File: src/rtl/sma_pkg.sv
`timescale 1ns / 1ps
// Shared opcodes, status codes, control word types and microcode store of the stack calculator.
package sma_pkg;

  localparam int OPC_W    = 4;
  localparam int DATA_W   = 32;
  localparam int STATUS_W = 3;
  localparam int COUNT_W  = 5;
  localparam int UPC_W    = 5;

  // Instruction opcodes.
  localparam logic [OPC_W-1:0] PSH       = 4'd0;
  localparam logic [OPC_W-1:0] ADD       = 4'd1;
  localparam logic [OPC_W-1:0] MULT      = 4'd2;
  localparam logic [OPC_W-1:0] SUB       = 4'd3;
  localparam logic [OPC_W-1:0] DIV       = 4'd4;
  localparam logic [OPC_W-1:0] CMP       = 4'd5;
  localparam logic [OPC_W-1:0] OP_FINISH = 4'd6;
  localparam logic [OPC_W-1:0] OP_CLEAR  = 4'd7;

  // Result status codes.
  localparam logic [STATUS_W-1:0] ST_OK          = 3'd0;
  localparam logic [STATUS_W-1:0] ST_UNDERFLOW   = 3'd1;
  localparam logic [STATUS_W-1:0] ST_DIVZERO     = 3'd2;
  localparam logic [STATUS_W-1:0] ST_UNSUPPORTED = 3'd3;
  localparam logic [STATUS_W-1:0] ST_FULL        = 3'd4;
  localparam logic [STATUS_W-1:0] ST_LEFTOVER    = 3'd5;
  localparam logic [STATUS_W-1:0] ST_EMPTY       = 3'd6;

  // Microcode addresses.
  localparam logic [UPC_W-1:0] UA_PSH       = 5'd0;
  localparam logic [UPC_W-1:0] UA_PSH_FULL  = 5'd1;
  localparam logic [UPC_W-1:0] UA_FIN       = 5'd2;
  localparam logic [UPC_W-1:0] UA_FIN_ONE   = 5'd3;
  localparam logic [UPC_W-1:0] UA_FIN_EMPTY = 5'd4;
  localparam logic [UPC_W-1:0] UA_FIN_LEFT  = 5'd5;
  localparam logic [UPC_W-1:0] UA_CLR       = 5'd6;
  localparam logic [UPC_W-1:0] UA_BIN       = 5'd7;
  localparam logic [UPC_W-1:0] UA_BIN_OPB   = 5'd8;
  localparam logic [UPC_W-1:0] UA_BIN_KIND  = 5'd9;
  localparam logic [UPC_W-1:0] UA_DIV_CHK   = 5'd10;
  localparam logic [UPC_W-1:0] UA_DIV_WAIT  = 5'd11;
  localparam logic [UPC_W-1:0] UA_PUSH_QUO  = 5'd12;
  localparam logic [UPC_W-1:0] UA_UNS_POP   = 5'd13;
  localparam logic [UPC_W-1:0] UA_UNS_TOP   = 5'd14;
  localparam logic [UPC_W-1:0] UA_DZ_POP    = 5'd15;
  localparam logic [UPC_W-1:0] UA_DZ_TOP    = 5'd16;
  localparam logic [UPC_W-1:0] UA_UFL       = 5'd17;
  localparam logic [UPC_W-1:0] UA_ALU       = 5'd18;
  localparam logic [UPC_W-1:0] UA_PUSH_ALU  = 5'd19;

  // Jump conditions. When the condition holds the word jumps and does nothing else.
  typedef enum logic [3:0] {
    COND_NONE     = 4'd0,
    COND_FULL     = 4'd1,
    COND_UNDER    = 4'd2,
    COND_DZERO    = 4'd3,
    COND_DMULTI   = 4'd4,
    COND_UNSUP    = 4'd5,
    COND_NOT_DIV  = 4'd6,
    COND_DIV_ZERO = 4'd7,
    COND_DIV_BUSY = 4'd8
  } cond_t;

  typedef struct packed {
    cond_t                cond;
    logic [UPC_W-1:0]     target;
    logic                 push_pv;
    logic                 push_res;
    logic                 pop_two;
    logic                 rd_second;
    logic                 rd_below;
    logic                 load_b;
    logic                 load_quo;
    logic                 load_alu;
    logic                 load_top;
    logic                 clear;
    logic                 div_start;
    logic                 emit;
    logic [STATUS_W-1:0]  status;
  } ctrl_t;

  typedef struct packed {
    logic full;
    logic under;
    logic depth_zero;
    logic depth_multi;
    logic unsup;
    logic not_div;
    logic div_zero;
    logic div_busy;
    logic out_busy;
  } flags_t;

  // Entry point of the program for each opcode.
  function automatic logic [UPC_W-1:0] dispatch(input logic [OPC_W-1:0] opcode);
    logic [UPC_W-1:0] addr;
    case (opcode)
      PSH:       addr = UA_PSH;
      OP_FINISH: addr = UA_FIN;
      OP_CLEAR:  addr = UA_CLR;
      default:   addr = UA_BIN;
    endcase
    return addr;
  endfunction

  // Read-only control store. A word that emits also ends the instruction.
  function automatic ctrl_t ucode(input logic [UPC_W-1:0] addr);
    ctrl_t w;
    w = '0;
    case (addr)
      UA_PSH: begin
        w.cond = COND_FULL;  w.target = UA_PSH_FULL;
        w.push_pv = 1'b1;    w.emit = 1'b1;  w.status = ST_OK;
      end
      UA_PSH_FULL: begin
        w.emit = 1'b1;  w.status = ST_FULL;
      end
      UA_FIN: begin
        w.cond = COND_DZERO;  w.target = UA_FIN_EMPTY;
      end
      UA_FIN_ONE: begin
        w.cond = COND_DMULTI;  w.target = UA_FIN_LEFT;
        w.emit = 1'b1;  w.status = ST_OK;
      end
      UA_FIN_EMPTY: begin
        w.emit = 1'b1;  w.status = ST_EMPTY;
      end
      UA_FIN_LEFT: begin
        w.emit = 1'b1;  w.status = ST_LEFTOVER;
      end
      UA_CLR: begin
        w.clear = 1'b1;  w.emit = 1'b1;  w.status = ST_OK;
      end
      UA_BIN: begin
        w.cond = COND_UNDER;  w.target = UA_UFL;
        w.rd_second = 1'b1;
      end
      UA_BIN_OPB: begin
        w.cond = COND_UNSUP;  w.target = UA_UNS_POP;
        w.load_b = 1'b1;
      end
      UA_BIN_KIND: begin
        w.cond = COND_NOT_DIV;  w.target = UA_ALU;
      end
      UA_DIV_CHK: begin
        w.cond = COND_DIV_ZERO;  w.target = UA_DZ_POP;
        w.div_start = 1'b1;
      end
      UA_DIV_WAIT: begin
        w.cond = COND_DIV_BUSY;  w.target = UA_DIV_WAIT;
        w.load_quo = 1'b1;
      end
      UA_PUSH_QUO: begin
        w.push_res = 1'b1;  w.emit = 1'b1;  w.status = ST_OK;
      end
      UA_UNS_POP: begin
        w.pop_two = 1'b1;  w.rd_below = 1'b1;
      end
      UA_UNS_TOP: begin
        w.load_top = 1'b1;  w.emit = 1'b1;  w.status = ST_UNSUPPORTED;
      end
      UA_DZ_POP: begin
        w.pop_two = 1'b1;  w.rd_below = 1'b1;
      end
      UA_DZ_TOP: begin
        w.load_top = 1'b1;  w.emit = 1'b1;  w.status = ST_DIVZERO;
      end
      UA_UFL: begin
        w.emit = 1'b1;  w.status = ST_UNDERFLOW;
      end
      UA_ALU: begin
        w.load_alu = 1'b1;
      end
      UA_PUSH_ALU: begin
        w.push_res = 1'b1;  w.emit = 1'b1;  w.status = ST_OK;
      end
      default: begin
        w.emit = 1'b1;  w.status = ST_UNSUPPORTED;
      end
    endcase
    return w;
  endfunction

endpackage

File: src/rtl/sma_if.sv
`timescale 1ns / 1ps
// Valid/ready channel interfaces for instructions in and results out.
interface sma_req_if;
  logic                              valid;
  logic                              ready;
  logic [sma_pkg::OPC_W-1:0]         opcode;
  logic signed [sma_pkg::DATA_W-1:0] push_value;

  modport source (output valid, output opcode, output push_value, input ready);
  modport sink   (input valid, input opcode, input push_value, output ready);
endinterface

interface sma_rsp_if;
  logic                                valid;
  logic                                ready;
  logic [sma_pkg::STATUS_W-1:0]        status;
  logic signed [sma_pkg::DATA_W-1:0]   top_value;
  logic [sma_pkg::COUNT_W-1:0]         stack_count;

  modport source (output valid, output status, output top_value, output stack_count,
                  input ready);
  modport sink   (input valid, input status, input top_value, input stack_count,
                  output ready);
endinterface

File: src/rtl/sma_div.sv
`timescale 1ns / 1ps
// Iterative signed divider: one restoring quotient bit per cycle, truncating toward zero.
module sma_div (
  input  logic                         clk,
  input  logic                         rst,
  input  logic                         start,
  input  logic [sma_pkg::DATA_W-1:0]   num,
  input  logic [sma_pkg::DATA_W-1:0]   den,
  output logic                         busy,
  output logic [sma_pkg::DATA_W-1:0]   quo
);
  import sma_pkg::*;

  localparam int W  = DATA_W;
  localparam int CW = $clog2(W + 1);

  logic [W-1:0]  rem;
  logic [W-1:0]  qreg;
  logic [W-1:0]  dvs;
  logic [CW-1:0] cnt;
  logic          neg;
  logic [W:0]    shifted;
  logic [W:0]    diff;

  always_comb begin
    shifted = {rem, qreg[W-1]};
    diff    = shifted - {1'b0, dvs};
    quo     = neg ? (~qreg + 1'b1) : qreg;
  end

  always_ff @(posedge clk) begin
    if (rst) begin
      busy <= 1'b0;
      cnt  <= '0;
    end else if (start) begin
      busy <= 1'b1;
      cnt  <= CW'(W);
    end else if (busy) begin
      cnt <= cnt - 1'b1;
      if (cnt == CW'(1)) begin
        busy <= 1'b0;
      end
    end
  end

  // Operands are worked on as magnitudes; the sign is put back on the way out.
  always_ff @(posedge clk) begin
    if (start) begin
      rem  <= '0;
      qreg <= num[W-1] ? (~num + 1'b1) : num;
      dvs  <= den[W-1] ? (~den + 1'b1) : den;
      neg  <= num[W-1] ^ den[W-1];
    end else if (busy) begin
      if (!diff[W]) begin
        rem  <= diff[W-1:0];
        qreg <= {qreg[W-2:0], 1'b1};
      end else begin
        rem  <= shifted[W-1:0];
        qreg <= {qreg[W-2:0], 1'b0};
      end
    end
  end

  a_start_idle: assert property (@(posedge clk) disable iff (rst) start |-> !busy)
    else $error("divider started while busy");

endmodule

File: src/rtl/sma_seq.sv
`timescale 1ns / 1ps
// Microcode sequencer: step counter, control store fetch and conditional jumps.
module sma_seq (
  input  logic                        clk,
  input  logic                        rst,
  input  logic                        req_valid,
  output logic                        req_ready,
  input  logic [sma_pkg::OPC_W-1:0]   req_opcode,
  input  sma_pkg::flags_t             flags,
  output sma_pkg::ctrl_t              uop
);
  import sma_pkg::*;

  typedef enum logic [1:0] {
    SEQ_IDLE = 2'b01,
    SEQ_RUN  = 2'b10
  } seq_state_t;

  seq_state_t       state;
  seq_state_t       state_next;
  logic [UPC_W-1:0] upc;
  logic [UPC_W-1:0] upc_next;
  ctrl_t            word;
  logic             taken;
  logic             stall;

  always_comb begin
    word = ucode(upc);
    case (word.cond)
      COND_NONE:     taken = 1'b0;
      COND_FULL:     taken = flags.full;
      COND_UNDER:    taken = flags.under;
      COND_DZERO:    taken = flags.depth_zero;
      COND_DMULTI:   taken = flags.depth_multi;
      COND_UNSUP:    taken = flags.unsup;
      COND_NOT_DIV:  taken = flags.not_div;
      COND_DIV_ZERO: taken = flags.div_zero;
      COND_DIV_BUSY: taken = flags.div_busy;
      default:       taken = 1'b0;
    endcase
    // A result can only be written when the output register is free.
    stall      = word.emit && flags.out_busy;
    req_ready  = (state == SEQ_IDLE);
    state_next = state;
    upc_next   = upc;
    uop        = '0;
    case (state)
      SEQ_IDLE: begin
        if (req_valid) begin
          state_next = SEQ_RUN;
          upc_next   = dispatch(req_opcode);
        end
      end
      SEQ_RUN: begin
        if (taken) begin
          upc_next = word.target;
        end else if (!stall) begin
          uop = word;
          if (word.emit) begin
            state_next = SEQ_IDLE;
          end else begin
            upc_next = upc + 1'b1;
          end
        end
      end
      default: begin
        state_next = SEQ_IDLE;
      end
    endcase
  end

  always_ff @(posedge clk) begin
    if (rst) begin
      state <= SEQ_IDLE;
      upc   <= '0;
    end else begin
      state <= state_next;
      upc   <= upc_next;
    end
  end

  a_accept_runs: assert property (@(posedge clk) disable iff (rst)
    (req_valid && req_ready) |=> (state == SEQ_RUN))
    else $error("accepted instruction did not start the program");

  a_emit_ends: assert property (@(posedge clk) disable iff (rst)
    uop.emit |=> (state == SEQ_IDLE))
    else $error("program kept running after its result");

endmodule

File: src/rtl/sma_dp.sv
`timescale 1ns / 1ps
// Datapath: stack memory, top and operand registers, ALU, divider and result register.
module sma_dp #(
  parameter int STACK_DEPTH = 16
) (
  input  logic                                clk,
  input  logic                                rst,
  input  logic                                req_accept,
  input  logic [sma_pkg::OPC_W-1:0]           req_opcode,
  input  logic signed [sma_pkg::DATA_W-1:0]   req_push_value,
  input  sma_pkg::ctrl_t                      uop,
  output sma_pkg::flags_t                     flags,
  output logic                                rsp_valid,
  input  logic                                rsp_ready,
  output logic [sma_pkg::STATUS_W-1:0]        rsp_status,
  output logic signed [sma_pkg::DATA_W-1:0]   rsp_top_value,
  output logic [sma_pkg::COUNT_W-1:0]         rsp_stack_count
);
  import sma_pkg::*;

  localparam int AW = $clog2(STACK_DEPTH);
  localparam int DW = $clog2(STACK_DEPTH + 1);

  logic [DATA_W-1:0] stack_mem [STACK_DEPTH];

  logic [DW-1:0]     depth;
  logic [DW-1:0]     depth_next;
  logic [DW-1:0]     depth_m2;
  logic [DW-1:0]     depth_m3;
  logic [DATA_W-1:0] top;
  logic [DATA_W-1:0] top_next;
  logic [DATA_W-1:0] opb;
  logic [DATA_W-1:0] result;
  logic [DATA_W-1:0] rdata;
  logic [DATA_W-1:0] alu_res;
  logic [DATA_W-1:0] quo;
  logic [DATA_W-1:0] push_value;
  logic [OPC_W-1:0]  opcode;
  logic              div_busy;

  assign depth_m2 = depth - DW'(2);
  assign depth_m3 = depth - DW'(3);

  // Stack memory: one write and one registered read per cycle.
  always_ff @(posedge clk) begin
    if (uop.push_pv) begin
      stack_mem[depth[AW-1:0]] <= push_value;
    end else if (uop.push_res) begin
      stack_mem[depth_m2[AW-1:0]] <= result;
    end
    if (uop.rd_second) begin
      rdata <= stack_mem[depth_m2[AW-1:0]];
    end else if (uop.rd_below) begin
      rdata <= stack_mem[depth_m3[AW-1:0]];
    end
  end

  // The second entry is the first operand and the top of stack the other.
  always_comb begin
    case (opcode)
      ADD:     alu_res = top + opb;
      MULT:    alu_res = top * opb;
      SUB:     alu_res = opb - top;
      CMP: begin
        if ($signed(top) > $signed(opb)) begin
          alu_res = DATA_W'(1);
        end else if (top == opb) begin
          alu_res = '0;
        end else begin
          alu_res = '1;
        end
      end
      default: alu_res = '0;
    endcase
  end

  sma_div u_div (
    .clk   (clk),
    .rst   (rst),
    .start (uop.div_start),
    .num   (opb),
    .den   (top),
    .busy  (div_busy),
    .quo   (quo)
  );

  always_comb begin
    depth_next = depth;
    top_next   = top;
    if (uop.push_pv) begin
      depth_next = depth + 1'b1;
      top_next   = push_value;
    end
    if (uop.push_res) begin
      depth_next = depth - 1'b1;
      top_next   = result;
    end
    if (uop.pop_two) begin
      depth_next = depth_m2;
    end
    if (uop.clear) begin
      depth_next = '0;
    end
    if (uop.load_top) begin
      top_next = rdata;
    end
  end

  always_comb begin
    flags.full        = (depth == DW'(STACK_DEPTH));
    flags.under       = (depth < DW'(2));
    flags.depth_zero  = (depth == '0);
    flags.depth_multi = (depth > DW'(1));
    flags.unsup       = (opcode > OP_CLEAR);
    flags.not_div     = (opcode != DIV);
    flags.div_zero    = (top == '0);
    flags.div_busy    = div_busy;
    flags.out_busy    = rsp_valid && !rsp_ready;
  end

  always_ff @(posedge clk) begin
    if (rst) begin
      depth     <= '0;
      rsp_valid <= 1'b0;
    end else begin
      depth <= depth_next;
      if (uop.emit) begin
        rsp_valid <= 1'b1;
      end else if (rsp_ready) begin
        rsp_valid <= 1'b0;
      end
    end
  end

  always_ff @(posedge clk) begin
    top <= top_next;
    if (req_accept) begin
      opcode     <= req_opcode;
      push_value <= req_push_value;
    end
    if (uop.load_b) begin
      opb <= rdata;
    end
    if (uop.load_alu) begin
      result <= alu_res;
    end else if (uop.load_quo) begin
      result <= quo;
    end
    if (uop.emit) begin
      rsp_status      <= uop.status;
      rsp_top_value   <= (depth_next == '0) ? '0 : top_next;
      rsp_stack_count <= COUNT_W'(depth_next);
    end
  end

  a_depth_bound: assert property (@(posedge clk) disable iff (rst)
    depth <= DW'(STACK_DEPTH))
    else $error("stack depth beyond capacity");

  a_pop_has_two: assert property (@(posedge clk) disable iff (rst)
    (uop.pop_two || uop.push_res) |-> (depth >= DW'(2)))
    else $error("operands popped from a short stack");

endmodule

File: src/rtl/stack_machine_alu.sv
`timescale 1ns / 1ps
// Stack calculator top level: microcode sequencer driving the stack datapath.
// One instruction in flight: the next is taken the cycle after its result is written.
// Reset (rst, synchronous) empties the stack and the result register; no clearing pass.
module stack_machine_alu #(
  parameter int STACK_DEPTH = 16
) (
  input  logic         clk,
  input  logic         rst,
  sma_req_if.sink      req,
  sma_rsp_if.source    rsp
);
  import sma_pkg::*;

  flags_t flags;
  ctrl_t  uop;
  logic   req_ready;

  // The instruction channel is open whenever the sequencer is idle. A result still
  // waiting in the output register does not hold off the next transaction; the
  // sequencer only stalls when it is about to write a new result over it.
  assign req.ready = req_ready;

  // The sequencer fetches one control word per cycle from its store when not stalled,
  // starting at the accepted opcode's entry point, and jumps on the datapath flags.
  sma_seq u_seq (
    .clk        (clk),
    .rst        (rst),
    .req_valid  (req.valid),
    .req_ready  (req_ready),
    .req_opcode (req.opcode),
    .flags      (flags),
    .uop        (uop)
  );

  // The datapath holds the stack in a memory with a cached top register, so a push or a
  // finish needs no read, and a successful binary operation reads only the second entry.
  sma_dp #(
    .STACK_DEPTH (STACK_DEPTH)
  ) u_dp (
    .clk             (clk),
    .rst             (rst),
    .req_accept      (req.valid && req_ready),
    .req_opcode      (req.opcode),
    .req_push_value  (req.push_value),
    .uop             (uop),
    .flags           (flags),
    .rsp_valid       (rsp.valid),
    .rsp_ready       (rsp.ready),
    .rsp_status      (rsp.status),
    .rsp_top_value   (rsp.top_value),
    .rsp_stack_count (rsp.stack_count)
  );

endmodule
File: src/flat_wrapper.sv
// flat-port wrapper written by rule: the top's interface ports become plain ports
module stack_machine_alu_flat import sma_pkg::*;
#(
  parameter int STACK_DEPTH = 16
)
  (clk, rst, req_valid, req_opcode, req_push_value, req_ready, rsp_valid, rsp_status, rsp_top_value, rsp_stack_count, rsp_ready);
  sma_req_if req_i ();
  sma_rsp_if rsp_i ();
  input  logic clk;
  input  logic rst;
  input wire logic [$bits(req_i.valid)-1:0] req_valid;
  input wire logic [$bits(req_i.opcode)-1:0] req_opcode;
  input wire logic [$bits(req_i.push_value)-1:0] req_push_value;
  output wire logic [$bits(req_i.ready)-1:0] req_ready;
  output wire logic [$bits(rsp_i.valid)-1:0] rsp_valid;
  output wire logic [$bits(rsp_i.status)-1:0] rsp_status;
  output wire logic [$bits(rsp_i.top_value)-1:0] rsp_top_value;
  output wire logic [$bits(rsp_i.stack_count)-1:0] rsp_stack_count;
  input wire logic [$bits(rsp_i.ready)-1:0] rsp_ready;
  assign req_i.valid = req_valid;
  assign req_i.opcode = req_opcode;
  assign req_i.push_value = req_push_value;
  assign req_ready = req_i.ready;
  assign rsp_valid = rsp_i.valid;
  assign rsp_status = rsp_i.status;
  assign rsp_top_value = rsp_i.top_value;
  assign rsp_stack_count = rsp_i.stack_count;
  assign rsp_i.ready = rsp_ready;
  stack_machine_alu #(.STACK_DEPTH(STACK_DEPTH)) u_core (.clk(clk), .rst(rst), .req(req_i), .rsp(rsp_i));
endmodule
File: config.mk
export PLATFORM = sky130hd
export DESIGN_NAME = stack_machine_alu_flat
export DESIGN_NICKNAME = d
export VERILOG_FILES = /design/src/rtl/sma_pkg.sv /design/src/rtl/sma_if.sv /design/src/rtl/sma_div.sv /design/src/rtl/sma_seq.sv /design/src/rtl/sma_dp.sv /design/src/rtl/stack_machine_alu.sv /design/src/flat_wrapper.sv
export SDC_FILE = /design/constraint.sdc
export NUM_CORES = 2
export LEC_CHECK = 0
export BUFFER_PORTS_ARGS = -buffer_cell sky130_fd_sc_hd__buf_2
export CAP_MARGIN = 40
export CELL_PAD_IN_SITES_DETAIL_PLACEMENT = 1
export CELL_PAD_IN_SITES_GLOBAL_PLACEMENT = 1
export CORE_MARGIN = 2
export CORE_UTILIZATION = 55
export CTS_CLUSTER_SIZE = 25
export DETAILED_ROUTE_END_ITERATION = 8
export PLACE_DENSITY = 0.89
export SETUP_SLACK_MARGIN = 0.02
export SYNTH_ARGS = -nofsm -noshare
export SYNTH_HDL_FRONTEND = slang
export SYNTH_SLANG_ARGS = --single-unit
File: constraint.sdc
create_clock -name clk -period 21.6 [get_ports clk]
set_input_delay 0 -clock clk [delete_from_list [all_inputs] [get_ports clk]]
set_output_delay 0 -clock clk [all_outputs]
set_load 0.02 [all_outputs]
# Word-level counts from Yosys, hierarchy flattened
# Memory sizes are Yosys's and may differ from the RTL's.
# Cells that the tools add are included.
# Widths: inputs -> output; s select.
# totals
regBits	321
mem_bits_rw	512
inputBits	40
output_inout_bits	42
word_cells	176
n_memories	1
# mem_list
name	words	word_bits	read_ports	rd_clocked_by_memory_dff	wr	line	rtl
u_core.u_dp.stack_mem	16	32	2	0	1	sma_dp.sv:24	logic [DATA_W-1:0] stack_mem [STACK_DEPTH];
# classes
addsub	12
n_mul	1
magnitude_cmp	4
eq_ne	45
mux	63
n_bitwise	5
n_reduce_logical	24
# op_table
op	count
$mux 32	15
$pmux 32 s4	1
$add 32x1->32 const B	3
$not 32->32	3
$pmux 9 s8	1
$mux 15	3
$eq 5x4->1 const B	8
$mux 5	8
$sub 33x32->33	1
$add 32x32->32	1
$eq 32x32->1	1
$gt 32x32->1	1
$logic_not 32->1	1
$mul 32x32->32	1
$reduce_or 32->1	1
$sub 32x32->32	1
$mux 31	1
$eq 4x3->1 const B	7
$pmux 4 s7	1
$eq 5x5->1 const B	5
$mux 1	22
$eq 5x3->1 const B	4
$eq 4x2->1 const B	4
$logic_not 5->1	3
36 further kinds	57

# Depth between registers and ports, before layout
# depth
ltp_word	12
depth_mapped	28
ltp_nobuf	26

# Hierarchy
# Synthesis repeated with hierarchy kept, for this count alone.
# unflattened
cells_unflattened	4894
area_unflattened_um2	60031.3
# by_module_without_submodules
mod	instances	cells_each	area_each_um2	seq_area_each_um2
sma_dp	1	3869	51112.8	21300.4
sma_div	1	862	7739.9	2732.6
sma_seq	1	162	1172.4	140.1
stack_machine_alu	1	1	6.3	0.0

# Least setup slack after synthesis
# Ideal clock, no wire load.
# synth_timing
path_kind	reg-to-reg
startpoint	register u_core.u_dp.opb[2]
endpoint	register u_core.u_dp.result[31] (data pin)
setup_ps	275
arrival_time_ps	7241
t_required_ps	21325
slack_ps	14083
path_stages_with_launch	25
path_buffers	2
period_less_slack_ps	7517
path_cell_list	edfxtp_1 -> clkbuf_1 -> clkbuf_1 -> and2_1 -> fa_1 -> inv_1 -> fa_1 -> fa_1 -> fa_1 -> inv_1 -> fa_1 -> inv_1 -> fa_1 -> inv_1 -> fa_1 -> fa_1 -> ha_1 -> and3_1 -> a32oi_1 -> a31oi_1 -> a2111oi_0 -> o41ai_1 -> xnor2_1 -> a2111oi_0 -> o22ai_1
# synth_via
elab_chain_len	5
elab_cells_between_ends	9
classes_between	add/sub (2); mul (1); order compare (1); eq/ne (1); mux (4)
# synth_lines
element	line	rtl
start, declared	sma_dp.sv:32	logic [DATA_W-1:0] opb;
start signal, assigned	sma_dp.sv:142	opb <= rdata;
parallel branches: the longest is 3 deep, another holds $mul 32x32->32	n/a	
$pmux 32 s4 *	sma_dp.sv:60	case (opcode)
$mux 32 *	sma_dp.sv:144	if (uop.load_alu) begin
end signal, assigned	sma_dp.sv:145	result <= alu_res;
end signal, assigned	sma_dp.sv:147	result <= quo;
end, declared	sma_dp.sv:33	logic [DATA_W-1:0] result;
# Mark *: on every way between the ends.
# A chain may end at the register's enable or synchronous reset.

# Worst setup path after layout
# layout_timing
startpoint	register u_core.u_dp.top[0]
endpoint	register u_core.u_dp.result[31] (data pin)
# layout_via
elab_chain_len	5
elab_cells_between_ends	13
classes_between	add/sub (2); mul (1); order compare (1); eq/ne (1); mux (7); reduce/logical (1)
# layout_lines
element	line	rtl
start, declared	sma_dp.sv:30	logic [DATA_W-1:0] top;
start signal, assigned	sma_dp.sv:136	top <= top_next;
parallel branches: the longest is 4 deep, another holds $mul 32x32->32	n/a	
$mux 32 *	sma_dp.sv:144	
# Marks and branches as above.

==> flow_metrics.tcl <==
set metrics [dict create \
    status "complete, but fails checks" \
    violations "negative hold slack" \
    vias 46500 \
    ys_seq_area_share_pct 40.9 \
    max_cap_violations 0 \
    cts_buffers 88 \
    first_pass_iters 9 \
    antenna_left 0 \
    first_iter_violations 6875 \
    wl_met3_mm 31.3 \
    routed_wirelength_mm 239 \
    drv_slew 0 \
    max_clock_freq_mhz 113 \
    synth_area_um2 59100 \
    finClkSkew_ns 0.0620 \
    r2r_cells 22 \
    rr_endpoint "u_core.u_dp.result[31]$_DFFE_PP_" \
    synth_edf_count 749 \
    tightest_slew_ns 1.07 \
    layout-drive-gt1-share_pct 15.9 \
    cts_tree "yes" \
    hp-start "req_push_value[4]" \
    grt_pass1_vias 49700 \
    syn_to_final_growth_pct 9.94 \
    cts_hold_buf 41 \
    fp-row-count 120 \
    routed-wl-met2_mm 108 \
    synthDistinctLibCells 78 \
    async_flop_share_pct 0 \
    arrival_ns 9.28 \
    syn_avg_cell_area_um2 12.2 \
    setup_viol 0 \
    ctsResizeCount 0 \
    setup_tns_ns 0 \
    crit_type "flip-flop to flip-flop" \
    worst-path-max-fanout 16 \
    die_h_um 332 \
    gp_congestion 0.992 \
    cp-endpoint "u_core.u_dp.result[31]$_DFFE_PP_" \
    critPathRequiredTime_ns 22.04 \
    place_hpwl_mm 138 \
    top_layer "met5" \
    coreArea_um2 107000 \
    cts_buffer_depth 3 \
    synth_flop_cell "edfxtp_1" \
    hold_class "primary input to flip-flop" \
    relSlewSlack_pct 28.8 \
    grt_pass1_wl_mm 348 \
    post_cts_buffers 0 \
    finalCriticalPeriod_ns 8.84 \
    viasPerCell 7.29 \
    overflow 0 \
    grt_max_degree 80 \
    n_fill_cell 10400 \
    cts.clk_slew.worst_paths_ns 0.07 \
    end_kind "flip-flop" \
    htree_num_levels 3 \
    holdWs_ns -0.00216 \
    clk_latency_ns 0.73 \
    m1WireLength_mm 75.5 \
    io_pins 82 \
    ys_ff_latch 833 \
    clkSinkCount 833 \
    synthCells 4839 \
    antenna_found_initial 33 \
    synth.top_cells.by_area "edfxtp_1 (38%), fa_1 (14%), mux4_2 (12%)" \
    fin_crit_sh_pct 40.9 \
    critPathLaunchType "flip-flop" \
    crit_start "u_core.u_dp.top[0]$_DFF_P_" \
    cts.root.buffer_cell "clkbuf_16" \
    r2r_start "u_core.u_dp.top[0]$_DFF_P_" \
    io_buffers 81 \
    final_nets 5584 \
    die_x_um 332 \
    track_usage_pct 43.9 \
    yosysTopAreaCell "edfxtp_1" \
    rsz0062_at_grt "false" \
    dieArea_um2 110000 \
    yosysTopAreaCellShare_pct 38.1 \
    initial_core_util_pct 55.3 \
    route.detailed.drc 0 \
    syn-num-nets 5540 \
    ys.warnings.count 0 \
    r2r_slack_ns 12.76 \
    wire_per_inst_um 37.5 \
    hold_viol_final 1 \
]
[placed cells by master, fill, tap and decap left out, types with 32 or more instances in the layout]
cell / Yosys / final
edfxtp_1: 749 / 749
inv_1: 478 / 477
nand2_1: 470 / 470
fa_1: 410 / 410
mux4_2: 320 / 320
and2_1: 260 / 260
ha_1: 251 / 249
nor2_1: 262 / 248
xnor2_1: 163 / 160
o21ai_0: 145 / 144
a21oi_1: 139 / 139
buf_4: 0 / 109
xor2_1: 96 / 95
clkbuf_16: 0 / 89
buf_2: 0 / 81
dfxtp_1: 84 / 81
mux2_2: 64 / 64
o22ai_1: 65 / 64
nor3_1: 53 / 49
dlygate4sd3_1: 0 / 41
o31a_1: 39 / 39
a21o_1: 37 / 37
o31ai_1: 33 / 33
nand2b_1: 33 / 32
[critical path: stages (launching register included)]
cell       delay, ns
dfxtp_1         0.74
clkinv_1        0.76
buf_4           0.46
nor2_1          0.16
fa_1            0.47
ha_1            0.25
fa_1            0.49
ha_1            0.21
fa_1            0.51
inv_1           0.08
fa_1            0.56
inv_1           0.05
fa_1            0.51
fa_1            0.46
ha_1            0.39
and3_1          0.22
a32oi_1         0.26
a31oi_1         0.27
a2111oi_0       0.73
o41ai_1         0.22
xnor2_1         0.17
a2111oi_0       0.44
o22ai_1         0.14
[stage by stage]
stage | worst slack [ns] | instance area, um^2 | std cells | hold WS [ns] | utilization (%)
detailed placement | 12.97 | 61500 | 6149 | 0.181 | 57.6
finish | 12.76 | 64900 | 6377 | -0.00216 | 60.8
global placement | 13.31 | 61200 | 6137 | 0.177 | 57.4
floorplan | 14.08 | 59100 | 4839 | 0.0716 | -
global route | 12.51 | 64900 | 6363 | 0.0106 | 60.8
CTS | 12.97 | 64800 | 6354 | 0.00743 | 60.7
[synthesized netlist by cell type (all sizes together), types with 53 or more instances]
master / count
edfxtp: 749
inv: 478
nand2: 470
fa: 410
mux4: 320
nor2: 262
and2: 260
clkbuf: 255
ha: 251
xnor2: 163
o21ai: 150
a21oi: 139
xor2: 96
dfxtp: 84
o22ai: 65
mux2: 64
nor3: 53
[worst min path at each step]
stage                                                 endpoint  slack, ns  depth (start not counted)
final                      u_core.u_dp.push_value[4]$_DFFE_PP_     -0.002                          2
after global routing       u_core.u_dp.push_value[6]$_DFFE_PP_       0.01                          2
after CTS                  u_core.u_dp.push_value[3]$_DFFE_PP_      0.007                          2
after detailed placement  u_core.u_dp.push_value[31]$_DFFE_PP_       0.18                          1
after global placement    u_core.u_dp.push_value[17]$_DFFE_PP_       0.18                          1
after floorplan                u_core.u_dp.depth[1]$_SDFF_PP0_       0.07                          1
[metal layers]
metal	track usage (%)	up-vias
met3	13.7	1585
met5	0.130	-
met2	68.2	4352
met4	34.5	30
li1	-	17300
met1	50.9	23200
[state kept, by name, summed over array words and instances (netlist names)]
signal                       cells
u_core.u_dp.u_div.dvs           32
u_core.u_dp.rsp_top_value       32
u_core.u_dp.push_value          32
u_core.u_dp.u_div.neg            1
u_core.u_dp.rdata               32
u_core.u_dp.result              32
u_core.u_dp.depth                5
u_core.u_dp.stack_mem          512
u_core.u_dp.rsp_valid            1
u_core.u_seq.state               2
u_core.u_dp.rsp_status           3
u_core.u_dp.u_div.rem           32
u_core.u_dp.top                 32
u_core.u_dp.rsp_stack_count      5
u_core.u_seq.upc                 5
u_core.u_dp.opcode               4
u_core.u_dp.u_div.busy           1
u_core.u_dp.u_div.qreg          32
u_core.u_dp.u_div.cnt            6
u_core.u_dp.opb                 32
[logic make-up (layout without fill, tap and decap cells)]
kind of cell / after synthesis / after routing / share of synthesized area [%]
and+or+nand+nor: 1270 / 1270 / 10.3
DFF: 833 / 833 / 40.9
buffers and inverters: 772 / 890 / 4.91
adders and majority gates: 661 / 661 / 19.2
AOI/OAI and AO/OA: 648 / 648 / 7.15
muxes: 396 / 396 / 13.6
xor gates and xnor gates: 259 / 259 / 3.84
other: 0 / 17 / 0
[layout make-up]
cell class                 instances  area, um^2  share of cell area (%)
clock inverter                    50         546                   0.840
inverter                         480        1800                    2.77
multi-input combinational       3234       32300                    49.7
sequential                       833       24200                    37.2
antenna                           17        42.5                  0.0655
timing repair buffer             246        1940                    2.99
tap                             1403        1760                    2.70
clock buffer                     114        2390                    3.68
Power is not shown: default switching activity piles up to over one toggle a cycle in this logic, so the estimate is an artifact.
